**config.mk**
```make
export PLATFORM = sky130hd
export DESIGN_NAME = ipv4_header_receive_check_top_flat
export DESIGN_NICKNAME = d
export VERILOG_FILES = /design/src/hw/rtl/ipv4chk_pkg.sv /design/src/hw/rtl/ipv4chk_in_if.sv /design/src/hw/rtl/ipv4chk_out_if.sv /design/src/hw/rtl/ipv4chk_verdict.sv /design/src/hw/rtl/ipv4_header_receive_check_top.sv /design/src/flat_wrapper.sv
export SDC_FILE = /design/constraint.sdc
export NUM_CORES = 1
export LEC_CHECK = 0
export BUFFER_PORTS_ARGS = -buffer_cell sky130_fd_sc_hd__buf_2
export CORE_MARGIN = 4
export CORE_UTILIZATION = 50
export CTS_CLUSTER_SIZE = 30
export DETAILED_ROUTE_END_ITERATION = 10
export PLACE_DENSITY = 0.69
export SYNTH_ARGS = -nofsm -noshare
export SYNTH_HDL_FRONTEND = slang
export SYNTH_SLANG_ARGS = --single-unit
```
**constraint.sdc**
```tcl
create_clock -name clk -period 8.82 [get_ports clk]
set_input_delay 0 -clock clk [delete_from_list [all_inputs] [get_ports clk]]
set_output_delay 0 -clock clk [all_outputs]
set_load 0.05 [all_outputs]
```
**src/hw/rtl/ipv4chk_pkg.sv**
```systemverilog
// Package for the IPv4 header receive check: constants, verdict codes and
// the structs passed between the top level and the verdict logic.
// No dependencies.
package ipv4chk_pkg;

	// Header layout and check constants
	localparam int unsigned MIN_HEADER_BYTES = 20;
	localparam logic [3:0]  IPV4_VERSION     = 4'd4;
	localparam logic [15:0] MF_FLAG_MASK     = 16'h2000;
	localparam logic [15:0] FRAG_OFFSET_MASK = 16'h1fff;
	localparam logic [31:0] LIMITED_BCAST    = 32'hffffffff;
	localparam logic [15:0] COUNT_MAX        = 16'hffff;
	localparam logic [15:0] CSUM_GOOD        = 16'hffff;

	// Header byte offsets
	localparam logic [5:0] OFS_VER_IHL    = 6'd0;
	localparam logic [5:0] OFS_TOTAL_HI   = 6'd2;
	localparam logic [5:0] OFS_TOTAL_LO   = 6'd3;
	localparam logic [5:0] OFS_FLAGS_HI   = 6'd6;
	localparam logic [5:0] OFS_FLAGS_LO   = 6'd7;
	localparam logic [5:0] OFS_PROTOCOL   = 6'd9;
	localparam logic [5:0] OFS_SRC_FIRST  = 6'd12;
	localparam logic [5:0] OFS_SRC_LAST   = 6'd15;
	localparam logic [5:0] OFS_DST_FIRST  = 6'd16;
	localparam logic [5:0] OFS_DST_LAST   = 6'd19;

	// Configuration register indexes (byte address = 4 * index)
	localparam int unsigned PADDR_W = 4;
	typedef enum logic [1:0] {
		REG_LOCAL_UNICAST   = 2'd0,
		REG_LOCAL_BROADCAST = 2'd1,
		REG_IFACE_PRESENT   = 2'd2,
		REG_UNUSED          = 2'd3
	} reg_idx_t;

	localparam logic [31:0] RST_LOCAL_UNICAST   = 32'h0000_0000;
	localparam logic [31:0] RST_LOCAL_BROADCAST = 32'hffff_ffff;

	// Verdict codes, first failing check wins
	typedef enum logic [3:0] {
		VERDICT_ACCEPT    = 4'd0,
		VERDICT_SHORT     = 4'd1,
		VERDICT_VERSION   = 4'd2,
		VERDICT_HDRLEN    = 4'd3,
		VERDICT_TOTAL     = 4'd4,
		VERDICT_CHECKSUM  = 4'd5,
		VERDICT_FRAGMENT  = 4'd6,
		VERDICT_NO_IFACE  = 4'd7,
		VERDICT_NOT_OURS  = 4'd8
	} verdict_t;

	// Captured header state of a finished packet
	typedef struct packed {
		logic [15:0] pkt_len;
		logic [7:0]  version_ihl;
		logic [15:0] total_field;
		logic [15:0] flags_offset;
		logic [31:0] dest_field;
		logic [16:0] sum_acc;
	} hdr_t;

	// Interface configuration
	typedef struct packed {
		logic [31:0] local_unicast;
		logic [31:0] local_broadcast;
		logic        iface_present;
	} cfg_t;

endpackage

```
**src/hw/rtl/ipv4chk_in_if.sv**
```systemverilog
// Input channel: one packet byte per word with a last-byte flag.
// Valid/ready handshake. No dependencies.
interface ipv4chk_in_if;
	logic       valid;
	logic       ready;
	logic [7:0] data_byte;
	logic       last_byte;

	modport source (output valid, output data_byte, output last_byte, input ready);
	modport sink   (input valid, input data_byte, input last_byte, output ready);
endinterface

```
**src/hw/rtl/ipv4chk_out_if.sv**
```systemverilog
// Output channel: one verdict word per packet with the captured fields.
// Valid/ready handshake. No dependencies.
interface ipv4chk_out_if;
	logic        valid;
	logic        ready;
	logic [3:0]  verdict;
	logic [7:0]  protocol_number;
	logic [15:0] total_length;
	logic [5:0]  header_length;
	logic [31:0] source_address;

	modport source (output valid, output verdict, output protocol_number,
		output total_length, output header_length, output source_address,
		input ready);
	modport sink   (input valid, input verdict, input protocol_number,
		input total_length, input header_length, input source_address,
		output ready);
endinterface

```
**src/hw/rtl/ipv4chk_verdict.sv**
```systemverilog
// Verdict logic: ordered header checks on a finished packet.
// Depends on ipv4chk_pkg.
module ipv4chk_verdict (
	input  ipv4chk_pkg::hdr_t     hdr,
	input  ipv4chk_pkg::cfg_t     cfg,
	output ipv4chk_pkg::verdict_t verdict
);
	import ipv4chk_pkg::*;

	logic [15:0] hlen;
	logic [15:0] folded;
	logic        dest_ok;
	logic        frag;

	// Header length in bytes and final fold of the checksum
	assign hlen    = {10'd0, hdr.version_ihl[3:0], 2'b00};
	assign folded  = hdr.sum_acc[15:0] + {15'd0, hdr.sum_acc[16]};
	assign frag    = ((hdr.flags_offset & MF_FLAG_MASK) != '0) ||
		((hdr.flags_offset & FRAG_OFFSET_MASK) != '0);
	assign dest_ok = (hdr.dest_field == cfg.local_unicast) ||
		(hdr.dest_field == LIMITED_BCAST) ||
		(hdr.dest_field == cfg.local_broadcast);

	// Checks in priority order
	always_comb begin
		if (hdr.pkt_len < 16'(MIN_HEADER_BYTES)) begin
			verdict = VERDICT_SHORT;
		end else if (hdr.version_ihl[7:4] != IPV4_VERSION) begin
			verdict = VERDICT_VERSION;
		end else if (hlen < 16'(MIN_HEADER_BYTES) || hdr.pkt_len < hlen) begin
			verdict = VERDICT_HDRLEN;
		end else if (hdr.pkt_len < hdr.total_field) begin
			verdict = VERDICT_TOTAL;
		end else if (folded != CSUM_GOOD) begin
			verdict = VERDICT_CHECKSUM;
		end else if (frag) begin
			verdict = VERDICT_FRAGMENT;
		end else if (!cfg.iface_present) begin
			verdict = VERDICT_NO_IFACE;
		end else if (!dest_ok) begin
			verdict = VERDICT_NOT_OURS;
		end else begin
			verdict = VERDICT_ACCEPT;
		end
	end

endmodule

```
**src/hw/rtl/ipv4_header_receive_check_top.sv**
```systemverilog
// IPv4 header receive check, top level: byte input register, header capture,
// ones-complement sum, verdict register and the APB configuration registers.
// Depends on ipv4chk_pkg, ipv4chk_in_if, ipv4chk_out_if, ipv4chk_verdict.
// The last byte passes through the input register, then the verdict and the
// captured fields load into the result register once it is free.
// Throughput: one byte per cycle; input stalls only while a verdict waits in
// the result register and the next last byte reaches the input register.
// Reset: arst_n clears all packet state and returns the configuration
// registers to unicast 0, broadcast all ones, no interface.
module ipv4_header_receive_check_top (
	input  logic                                   clk,
	input  logic                                   arst_n,
	ipv4chk_in_if.sink                             in_ch,
	ipv4chk_out_if.source                          out_ch,
	input  logic                                   psel,
	input  logic                                   penable,
	input  logic                                   pwrite,
	input  logic [ipv4chk_pkg::PADDR_W-1:0]        paddr,
	input  logic [31:0]                            pwdata,
	output logic [31:0]                            prdata,
	output logic                                   pready
);
	import ipv4chk_pkg::*;

	// Configuration registers
	cfg_t     cfg_q;
	reg_idx_t reg_idx;
	logic     cfg_wr;

	// Input register
	logic       valid_s1;
	logic [7:0] byte_s1;
	logic       last_s1;

	// Per-packet state
	logic [15:0] count_q;
	logic [16:0] sum_q;
	logic [7:0]  hold_q;
	logic [7:0]  vi_q;
	logic [15:0] total_q;
	logic [15:0] flags_q;
	logic [7:0]  proto_q;
	logic [31:0] src_q;
	logic [31:0] dst_q;

	// Next packet state
	logic [15:0] count_n;
	logic [16:0] sum_n;
	logic [7:0]  hold_n;
	logic [7:0]  vi_n;
	logic [15:0] total_n;
	logic [15:0] flags_n;
	logic [7:0]  proto_n;
	logic [31:0] src_n;
	logic [31:0] dst_n;

	logic        in_hdr;
	logic [5:0]  idx;
	logic [5:0]  hlen_n;
	logic [17:0] word_sum;
	logic [16:0] word_fold;

	// Result register
	logic        out_valid_q;
	verdict_t    res_verdict_q;
	logic [7:0]  res_proto_q;
	logic [15:0] res_total_q;
	logic [5:0]  res_hlen_q;
	logic [31:0] res_src_q;

	logic     out_free;
	logic     advance;
	hdr_t     hdr;
	verdict_t verdict;

	// APB write/read
	assign pready  = 1'b1;
	assign reg_idx = reg_idx_t'(paddr[3:2]);
	assign cfg_wr  = psel && penable && pwrite && pready;

	always_ff @(posedge clk or negedge arst_n) begin
		if (!arst_n) begin
			cfg_q.local_unicast   <= RST_LOCAL_UNICAST;
			cfg_q.local_broadcast <= RST_LOCAL_BROADCAST;
			cfg_q.iface_present   <= 1'b0;
		end else if (cfg_wr) begin
			case (reg_idx)
				REG_LOCAL_UNICAST:   cfg_q.local_unicast   <= pwdata;
				REG_LOCAL_BROADCAST: cfg_q.local_broadcast <= pwdata;
				REG_IFACE_PRESENT:   cfg_q.iface_present   <= pwdata[0];
				default: ;
			endcase
		end
	end

	always_comb begin
		case (reg_idx)
			REG_LOCAL_UNICAST:   prdata = cfg_q.local_unicast;
			REG_LOCAL_BROADCAST: prdata = cfg_q.local_broadcast;
			REG_IFACE_PRESENT:   prdata = {31'd0, cfg_q.iface_present};
			default:             prdata = '0;
		endcase
	end

	// Handshake: only a last byte needs the result register
	assign out_free    = !out_valid_q || out_ch.ready;
	assign advance     = valid_s1 && (!last_s1 || out_free);
	assign in_ch.ready = !valid_s1 || advance;

	always_ff @(posedge clk or negedge arst_n) begin
		if (!arst_n) begin
			valid_s1 <= 1'b0;
		end else if (in_ch.ready) begin
			valid_s1 <= in_ch.valid;
		end
	end

	always_ff @(posedge clk) begin
		if (in_ch.valid && in_ch.ready) begin
			byte_s1 <= in_ch.data_byte;
			last_s1 <= in_ch.last_byte;
		end
	end

	// Header capture and running sum for the byte in the input register
	assign in_hdr = (count_q[15:6] == '0);
	assign idx    = count_q[5:0];

	always_comb begin
		vi_n    = vi_q;
		total_n = total_q;
		flags_n = flags_q;
		proto_n = proto_q;
		src_n   = src_q;
		dst_n   = dst_q;
		if (in_hdr) begin
			case (idx)
				OFS_VER_IHL:  vi_n          = byte_s1;
				OFS_TOTAL_HI: total_n[15:8] = byte_s1;
				OFS_TOTAL_LO: total_n[7:0]  = byte_s1;
				OFS_FLAGS_HI: flags_n[15:8] = byte_s1;
				OFS_FLAGS_LO: flags_n[7:0]  = byte_s1;
				OFS_PROTOCOL: proto_n       = byte_s1;
				default: ;
			endcase
			if (idx >= OFS_SRC_FIRST && idx <= OFS_SRC_LAST) begin
				src_n = {src_q[23:0], byte_s1};
			end
			if (idx >= OFS_DST_FIRST && idx <= OFS_DST_LAST) begin
				dst_n = {dst_q[23:0], byte_s1};
			end
		end
	end

	assign hlen_n    = {vi_n[3:0], 2'b00};
	assign word_sum  = {1'b0, sum_q} + {2'b00, hold_q, byte_s1};
	assign word_fold = {1'b0, word_sum[15:0]} + {15'd0, word_sum[17:16]};

	always_comb begin
		hold_n = hold_q;
		sum_n  = sum_q;
		if (in_hdr && idx < hlen_n) begin
			if (!idx[0]) begin
				hold_n = byte_s1;
			end else begin
				sum_n = word_fold;
			end
		end
	end

	assign count_n = (count_q == COUNT_MAX) ? count_q : count_q + 16'd1;

	// Packet state: cleared after the last byte
	always_ff @(posedge clk or negedge arst_n) begin
		if (!arst_n) begin
			count_q <= '0;
			sum_q   <= '0;
			hold_q  <= '0;
			vi_q    <= '0;
			total_q <= '0;
			flags_q <= '0;
			proto_q <= '0;
			src_q   <= '0;
			dst_q   <= '0;
		end else if (advance) begin
			if (last_s1) begin
				count_q <= '0;
				sum_q   <= '0;
				hold_q  <= '0;
				vi_q    <= '0;
				total_q <= '0;
				flags_q <= '0;
				proto_q <= '0;
				src_q   <= '0;
				dst_q   <= '0;
			end else begin
				count_q <= count_n;
				sum_q   <= sum_n;
				hold_q  <= hold_n;
				vi_q    <= vi_n;
				total_q <= total_n;
				flags_q <= flags_n;
				proto_q <= proto_n;
				src_q   <= src_n;
				dst_q   <= dst_n;
			end
		end
	end

	// Verdict on the state including the last byte
	assign hdr.pkt_len      = count_n;
	assign hdr.version_ihl  = vi_n;
	assign hdr.total_field  = total_n;
	assign hdr.flags_offset = flags_n;
	assign hdr.dest_field   = dst_n;
	assign hdr.sum_acc      = sum_n;

	ipv4chk_verdict u_verdict (
		.hdr     (hdr),
		.cfg     (cfg_q),
		.verdict (verdict)
	);

	// Result register
	always_ff @(posedge clk or negedge arst_n) begin
		if (!arst_n) begin
			out_valid_q <= 1'b0;
		end else if (advance && last_s1) begin
			out_valid_q <= 1'b1;
		end else if (out_ch.ready) begin
			out_valid_q <= 1'b0;
		end
	end

	always_ff @(posedge clk) begin
		if (advance && last_s1) begin
			res_verdict_q <= verdict;
			res_proto_q   <= proto_n;
			res_total_q   <= total_n;
			res_hlen_q    <= hlen_n;
			res_src_q     <= src_n;
		end
	end

	assign out_ch.valid           = out_valid_q;
	assign out_ch.verdict         = res_verdict_q;
	assign out_ch.protocol_number = res_proto_q;
	assign out_ch.total_length    = res_total_q;
	assign out_ch.header_length   = res_hlen_q;
	assign out_ch.source_address  = res_src_q;

endmodule
```
**src/flat_wrapper.sv**
```systemverilog
// flat-port wrapper written by rule: the top's interface ports become plain ports
module ipv4_header_receive_check_top_flat import ipv4chk_pkg::*;
  (clk, arst_n, psel, penable, pwrite, paddr, pwdata, prdata, pready, in_ch_valid, in_ch_data_byte, in_ch_last_byte, in_ch_ready, out_ch_valid, out_ch_verdict, out_ch_protocol_number, out_ch_total_length, out_ch_header_length, out_ch_source_address, out_ch_ready);
  ipv4chk_in_if in_ch_i ();
  ipv4chk_out_if out_ch_i ();
  input  logic clk;
  input  logic arst_n;
  input  logic psel;
  input  logic penable;
  input  logic pwrite;
  input  logic [ipv4chk_pkg::PADDR_W-1:0] paddr;
  input  logic [31:0] pwdata;
  output logic [31:0] prdata;
  output logic pready;
  input wire logic [$bits(in_ch_i.valid)-1:0] in_ch_valid;
  input wire logic [$bits(in_ch_i.data_byte)-1:0] in_ch_data_byte;
  input wire logic [$bits(in_ch_i.last_byte)-1:0] in_ch_last_byte;
  output wire logic [$bits(in_ch_i.ready)-1:0] in_ch_ready;
  output wire logic [$bits(out_ch_i.valid)-1:0] out_ch_valid;
  output wire logic [$bits(out_ch_i.verdict)-1:0] out_ch_verdict;
  output wire logic [$bits(out_ch_i.protocol_number)-1:0] out_ch_protocol_number;
  output wire logic [$bits(out_ch_i.total_length)-1:0] out_ch_total_length;
  output wire logic [$bits(out_ch_i.header_length)-1:0] out_ch_header_length;
  output wire logic [$bits(out_ch_i.source_address)-1:0] out_ch_source_address;
  input wire logic [$bits(out_ch_i.ready)-1:0] out_ch_ready;
  assign in_ch_i.valid = in_ch_valid;
  assign in_ch_i.data_byte = in_ch_data_byte;
  assign in_ch_i.last_byte = in_ch_last_byte;
  assign in_ch_ready = in_ch_i.ready;
  assign out_ch_valid = out_ch_i.valid;
  assign out_ch_verdict = out_ch_i.verdict;
  assign out_ch_protocol_number = out_ch_i.protocol_number;
  assign out_ch_total_length = out_ch_i.total_length;
  assign out_ch_header_length = out_ch_i.header_length;
  assign out_ch_source_address = out_ch_i.source_address;
  assign out_ch_i.ready = out_ch_ready;
  ipv4_header_receive_check_top u_core (.clk(clk), .arst_n(arst_n), .in_ch(in_ch_i), .out_ch(out_ch_i), .psel(psel), .penable(penable), .pwrite(pwrite), .paddr(paddr), .pwdata(pwdata), .prdata(prdata), .pready(pready));
endmodule
```
==> results of run 1 <==
[kinds of logic after synthesis]
logic type,count (synthesis),share of synthesized area
AND/OR/NAND/NOR,403,0.1290
other,2,0.0004670
AO/OA/AOI/OAI,318,0.1397
multiplexers,194,0.1291
adder cells (fa/ha/maj),47,0.03750
flip-flops,291,0.4780
XOR/XNOR,97,0.05462
buffers and inverters,128,0.03167
[per-stage QoR]
| step | instance area, um2 | worst slack [ns] | power (W) | std cells |
|---|---|---|---|---|
| 2_1_floorplan | 16090 | 2.697 | 0.002752 | 1481 |
| 3_3_place_gp | 17180 | 1.548 | 0.003064 | 1967 |
| 3_5_place_dp | 17180 | 1.317 | 0.003096 | 1967 |
| 4_1_cts | 18720 | 1.234 | 0.004476 | 2070 |
| 5_1_grt | 18720 | 0.4372 | 0.004699 | 2070 |
| 6_report | 18720 | 1.059 | 0.004464 | 2070 |
[area by class of cell]
| type | count | area share |
|---|---|---|
| clock inverter | 19 | 0.01290 |
| timing repair buffer | 216 | 0.07380 |
| clock buffer | 37 | 0.04419 |
| tap | 402 | 0.02687 |
| sequential | 291 | 0.4107 |
| inverter | 43 | 0.008624 |
| multi-input combinational | 1062 | 0.4229 |
[flip-flops by register name, indices dropped and copies added, names as in the netlist, 14 cells and up]
| register | count |
|---|---|
| u_core.count_q | 16 |
| u_core.out_ch.source_address | 32 |
| u_core.src_q | 32 |
| u_core.cfg_q | 65 |
| u_core.out_ch.total_length | 16 |
| u_core.sum_q | 17 |
| u_core.total_q | 16 |
| u_core.flags_q | 14 |
| u_core.dst_q | 32 |
[cell usage in the layout (no fill, tap or decap), drive strengths merged, types with 32 or more instances in the layout]
cell,count
a22o,78
ha,45
clkbuf,37
xor2,32
edfxtp,73
nor2,86
dfrtp,186
xnor2,63
inv,43
dfstp,32
buf,169
a21oi,38
mux2,107
nand2,124
dlygate4sd3,47
mux2i,87
o21ai,105
[timing repair]
action	in CTS	in global routing
gates resized for setup	0	0
buffers inserted	0	0
hold endpoints to repair	183	0
hold buffers	47	0
[power breakdown]
group          switching [W]  internal [W]  leakage [nW]
clock network       0.000552      0.000811         0.527
registers           0.000152       0.00158          3.55
logic               0.000850      0.000523          4.39
[per-layer routing]
metal,vias up,global-route usage
met4,0,0.07992
met1,6023,0.3333
met3,89,0.03117
li1,5777,-
met5,-,0
met2,374,0.3839
[path summary, 6_finish.rpt]
check                                  startpoint                  endpoint  slack, ns  cells past startpoint
worst max-delay path            u_core.byte_s1[0]  u_core.out_ch.verdict[1]       1.06                     28
max in group asynchronous                  arst_n          u_core.cfg_q[34]       7.50                      3
worst min register to register     u_core.vi_q[3]            u_core.vi_q[3]       0.47                      2
worst max register to register  u_core.byte_s1[0]  u_core.out_ch.verdict[1]       1.06                     28
min in group clk                         paddr[3]           u_core.cfg_q[0]       0.06                      3
worst min-delay path                       arst_n          u_core.src_q[27]     -0.007                      2
[synth_stat cells (25+ instances only)]
cell type  count
a21oi_1       37
clkbuf_1      64
o21ai_0       94
xor2_1        32
nand2_1      124
nand3_1       25
mux2_2       107
xnor2_1       63
inv_1         43
dfstp_2       32
a22o_1        78
dfrtp_1      186
mux2i_1       87
nor2_1        86
ha_1          45
nor4_1        26
edfxtp_1      73
nor3_1        26
[worst reg2reg max path, delay by kind of cell, from the launching register on]
kind / cells / cell delay, ns
XOR/XNOR: 1 / 0.20
buffers and inverters: 3 / 0.46
AO/OA/AOI/OAI: 11 / 2.90
flip-flops: 1 / 0.32
adder cells (fa/ha/maj): 5 / 1.41
AND/OR/NAND/NOR: 8 / 2.26
==> flow_metrics.tcl, run 1 <==
set metrics [dict create \
    dr.first_iter.drc_count 952 \
    cts.sink_count 291 \
    cts-root-buf "clkbuf_16" \
    synth.top_cell.area_share 0.2894 \
    ys.flop_type "dfrtp_1" \
    syn_inst 1480 \
    port_buffers 147 \
    final_hold_viol_count 3 \
    timing.final.crit_share 0.8799 \
    cts_tree "yes" \
    top_layer "met4" \
    place_hpwl_um 28480 \
    status "complete, but fails checks" \
    yosysTopAreaCell "dfrtp_1" \
    violations "negative hold slack" \
    die_h_um 187.3 \
    drive_gt1_frac 0.2344 \
    crit_fanout 13 \
    yosys.cell_types.count 85 \
    clock_skew_ns 0.05457 \
    met3_length_um 2260 \
    fmaxAchievable_mhz 128.9 \
    end_kind "register" \
    first_pass_iters 5 \
    grt_max_degree 101 \
    finalSetupTns_ns 0 \
    synthTopCellsByArea "dfrtp_1 29%, edfxtp_1 14%, mux2_2 7.5%, mux2i_1 5.4%, dfstp_2 5.2%" \
    dr_wl_met2_um 19940 \
    vias 12260 \
    max-cap-violations 0 \
    crit_required_ns 9.22 \
    start_kind "register" \
    drt-met1-wl_um 18920 \
    hold_class "primary input to asynchronous set/reset pin" \
    worstSetupPathType "register to register" \
    vias_per_cell 5.924 \
    path_buf_inv 3 \
    die_x_um 187.3 \
    worst_path_max_delay_cell "a211oi_1" \
    irDropWorstVdd_mv 0.1768 \
    slew_headroom 0.1930 \
    multi_input_area_um2 7915 \
    placementRows 65 \
    crit_family "compound AO/OA/AOI/OAI gates" \
    num_io_pins 153 \
    worst_slew_pin_slew_ns 1.206 \
    leakage_nw 8.468 \
    async_flop_share 0.7491 \
    synth_area_um2 16080 \
    antenna_left 0 \
    clk_pin_slew_ns 0.06 \
    grt_antenna_before_repair 0 \
    grt.total_usage 0.2375 \
    clk_latency_ns 0.60 \
    synth-seq-cells 291 \
    drt-total-wl_um 42610 \
    grt_pass1_vias 12160 \
    fillers 2562 \
    synth-edff-count 73 \
    pwr_density_cell_nw_per_um2 238.5 \
    area_growth_pct 16.39 \
    yosysSeqAreaShare 0.4780 \
    gp_congestion 0.9015 \
    nNetsFinal 1743 \
    core_um2 31640 \
    start_util 0.5083 \
    utilization 0.5916 \
    syn_area_per_cell_um2 10.87 \
    cp.arrival_ns 8.16 \
    die_area_um2 35100 \
    grt_pass1_wl_um 68020 \
    wl_per_cell_um 20.59 \
    diodes 0 \
    critical-path-max-stage-delay_ns 0.54 \
    drc 0 \
    rsz0062_at_grt "false" \
    cts_max_path_buffers 3 \
    period_minus_slack_ns 7.761 \
    setup_viol 0 \
    drv_slew 0 \
    ys_warn_count 0 \
    cts_inserted_buffers 30 \
    holdWs_ns -0.006751 \
    h-tree-depth 1 \
    regArea_um2 7687 \
    gr-total-overflow 0 \
]
No activity file was read; power rests on OpenSTA's default activity.
==> run 2: changes to the inputs <==
--- a/config.mk
+++ b/config.mk
@@ -7,10 +7,10 @@
 export LEC_CHECK = 0
 export BUFFER_PORTS_ARGS = -buffer_cell sky130_fd_sc_hd__buf_2
 export CORE_MARGIN = 4
-export CORE_UTILIZATION = 50
+export CORE_UTILIZATION = 60
 export CTS_CLUSTER_SIZE = 30
 export DETAILED_ROUTE_END_ITERATION = 10
-export PLACE_DENSITY = 0.69
+export PLACE_DENSITY = 0.81
 export SYNTH_ARGS = -nofsm -noshare
 export SYNTH_HDL_FRONTEND = slang
 export SYNTH_SLANG_ARGS = --single-unit
==> run 2 against run 1 <==
Against the previous run: the run now ends clean; first-iteration DRC count up 19%; count of clock-buffer cells in the layout unchanged; global-route usage up 4.7 points; worst hold slack better by 0.096 ns; critical path type unchanged; largest cell class unchanged; largest power group unchanged.
==> flow_metrics.tcl, run 2 (synthesized netlist as in run 1, its figures left out) <==
set metrics [dict create \
    status "completed" \
    start_util 0.6137 \
    die_x_um 171.7 \
    cts_inserted_buffers 31 \
    largest_register_ffs 65 \
    wl_per_cell_um 20.99 \
    h-tree-depth 1 \
    crit_fanout 13 \
    final_cell_mix "186 x dfrtp_1, 146 x buf_2, 123 x nand2_1" \
    grt_antenna_before_repair 0 \
    clock_skew_ns 0.009188 \
    fillers 1819 \
    end_kind "register" \
    drive_gt1_frac 0.2311 \
    port_buffers 147 \
    clk_latency_ns 0.57 \
    grt.total_usage 0.2846 \
    period_minus_slack_ns 7.641 \
    vias_per_cell 6.269 \
    cts_max_path_buffers 3 \
    max-cap-violations 0 \
    grt_util_met3 0.04758 \
    die_area_um2 29490 \
    first_pass_iters 5 \
    final_common_cell "dfrtp_1" \
    core_um2 26210 \
    critical-path-max-stage-delay_ns 0.54 \
    setup_slack_ns 1.179 \
    crit_top_cell "ha_1" \
    start_kind "register" \
    cts.sink_count 291 \
    diodes 0 \
    cts_tree "yes" \
    drv_slew 0 \
    clk_pin_slew_ns 0.06 \
    worstSetupPathType "register to register" \
    reg2regPathDepth 29 \
    setup_viol 0 \
    cts-resized-gates 0 \
    cts_setup_buffers 0 \
    area_growth_pct 15.03 \
    pwr_density_cell_nw_per_um2 235.2 \
    irDropWorstVdd_mv 0.1874 \
    grt_pass1_wl_um 67580 \
    grt_max_degree 137 \
    leakage_nw 8.403 \
    gr-usage-met1 0.3814 \
    pre_cts_slack_ns 1.389 \
    gr-max-usage-layer "met2" \
    nNetsFinal 1740 \
    finalSetupTns_ns 0 \
    hold_path_depth 3 \
    worst_path_max_delay_cell "a211oi_1" \
    hold_buffers 47 \
    hold_class "primary input to register" \
    multi_input_area_um2 7915 \
    vias 12550 \
    rsz0062_at_grt "false" \
    grt_pass1_vias 12740 \
    placementRows 59 \
    place_hpwl_um 27630 \
    gp_congestion 0.9233 \
    antenna_left 0 \
    dr.first_iter.drc_count 1135 \
    path_depth 29 \
    cts-root-buf "clkbuf_16" \
    largest-register "u_core.cfg_q" \
    timing.final.crit_share 0.8663 \
    cp.arrival_ns 8.06 \
    gr-total-overflow 0 \
    path_buf_inv 3 \
    use_met2 0.4703 \
    die_h_um 171.7 \
    drc 0 \
    num_io_pins 153 \
    regArea_um2 7687 \
    crit_family "compound AO/OA/AOI/OAI gates" \
    worst_slew_pin_slew_ns 1.186 \
    drt-total-wl_um 42000 \
    slew_headroom 0.2066 \
    crit_required_ns 9.24 \
    fmaxAchievable_mhz 130.9 \
    final_hold_viol_count 0 \
]
-- run 2: changes by cell type in the layout (fill, tap and decap cells not counted), sizes merged --
| cell | previous run | this run |
|---|---|---|
| buf | 169 | 165 |
| bufinv | 5 | 1 |
| clkinv | 14 | 17 |
| inv | 43 | 46 |
-- run 2: layout make-up --
| cell class | count | area share |
|---|---|---|
| inverters | 43 | 0.008725 |
| clock inverters | 21 | 0.007913 |
| repair buffers | 212 | 0.07305 |
| clock buffers | 37 | 0.04423 |
| flip-flops and latches | 291 | 0.4156 |
| multi-input cells | 1062 | 0.4279 |
| well taps | 335 | 0.02266 |
-- run 2: report_power, final --
| group | switching [W] | internal (W) | leakage (nW) |
|---|---|---|---|
| clock | 0.000545 | 0.000693 | 0.482 |
| combinational | 0.000847 | 0.000523 | 4.37 |
| sequential | 0.000167 | 0.00158 | 3.55 |
-- run 2: metal layers --
layer  share of wire  wire length, um  up-vias
met1            0.42            17480     6165
met3           0.065             2739      117
li1                -                -     5753
met2            0.48            20130      510
met4           0.039             1643        0
met5               0                0        -
-- run 2: stage by stage --
stage | cell area, um2 | power, W | hold slack (ns) | instances | util
after global routing | 18500 | 0.004568 | 0.09737 | 2001 | 0.7059
after global placement | 17060 | 0.003041 | 0.1789 | 1896 | 0.6511
after detailed placement | 17060 | 0.003088 | 0.1785 | 1896 | 0.6511
after floorplan | 16090 | 0.002752 | -0.2956 | 1481 | -
after CTS | 18500 | 0.004343 | 0.06254 | 2001 | 0.7059
final | 18500 | 0.004351 | 0.08941 | 2001 | 0.7059
-- run 2: path summary, 6_finish.rpt --
| path | from | end | slack, ns |
|---|---|---|---|
| setup reg to reg | u_core.byte_s1[0] | u_core.out_ch.verdict[1] | 1.18 |
| max in group asynchronous | arst_n | u_core.hold_q[2] | 7.00 |
| min in group asynchronous | arst_n | u_core.src_q[29] | 0.10 |
| setup / recovery | u_core.byte_s1[0] | u_core.out_ch.verdict[1] | 1.18 |
| hold / removal | paddr[3] | u_core.cfg_q[0] | 0.09 |
| hold reg to reg | u_core.total_q[10] | u_core.total_q[10] | 0.48 |
-- run 2: worst min-delay path, delay by kind of cell --
family        cells  cell delay, ns
buf+inv           1            0.32
simple gates      1            0.15
mux               1            0.14
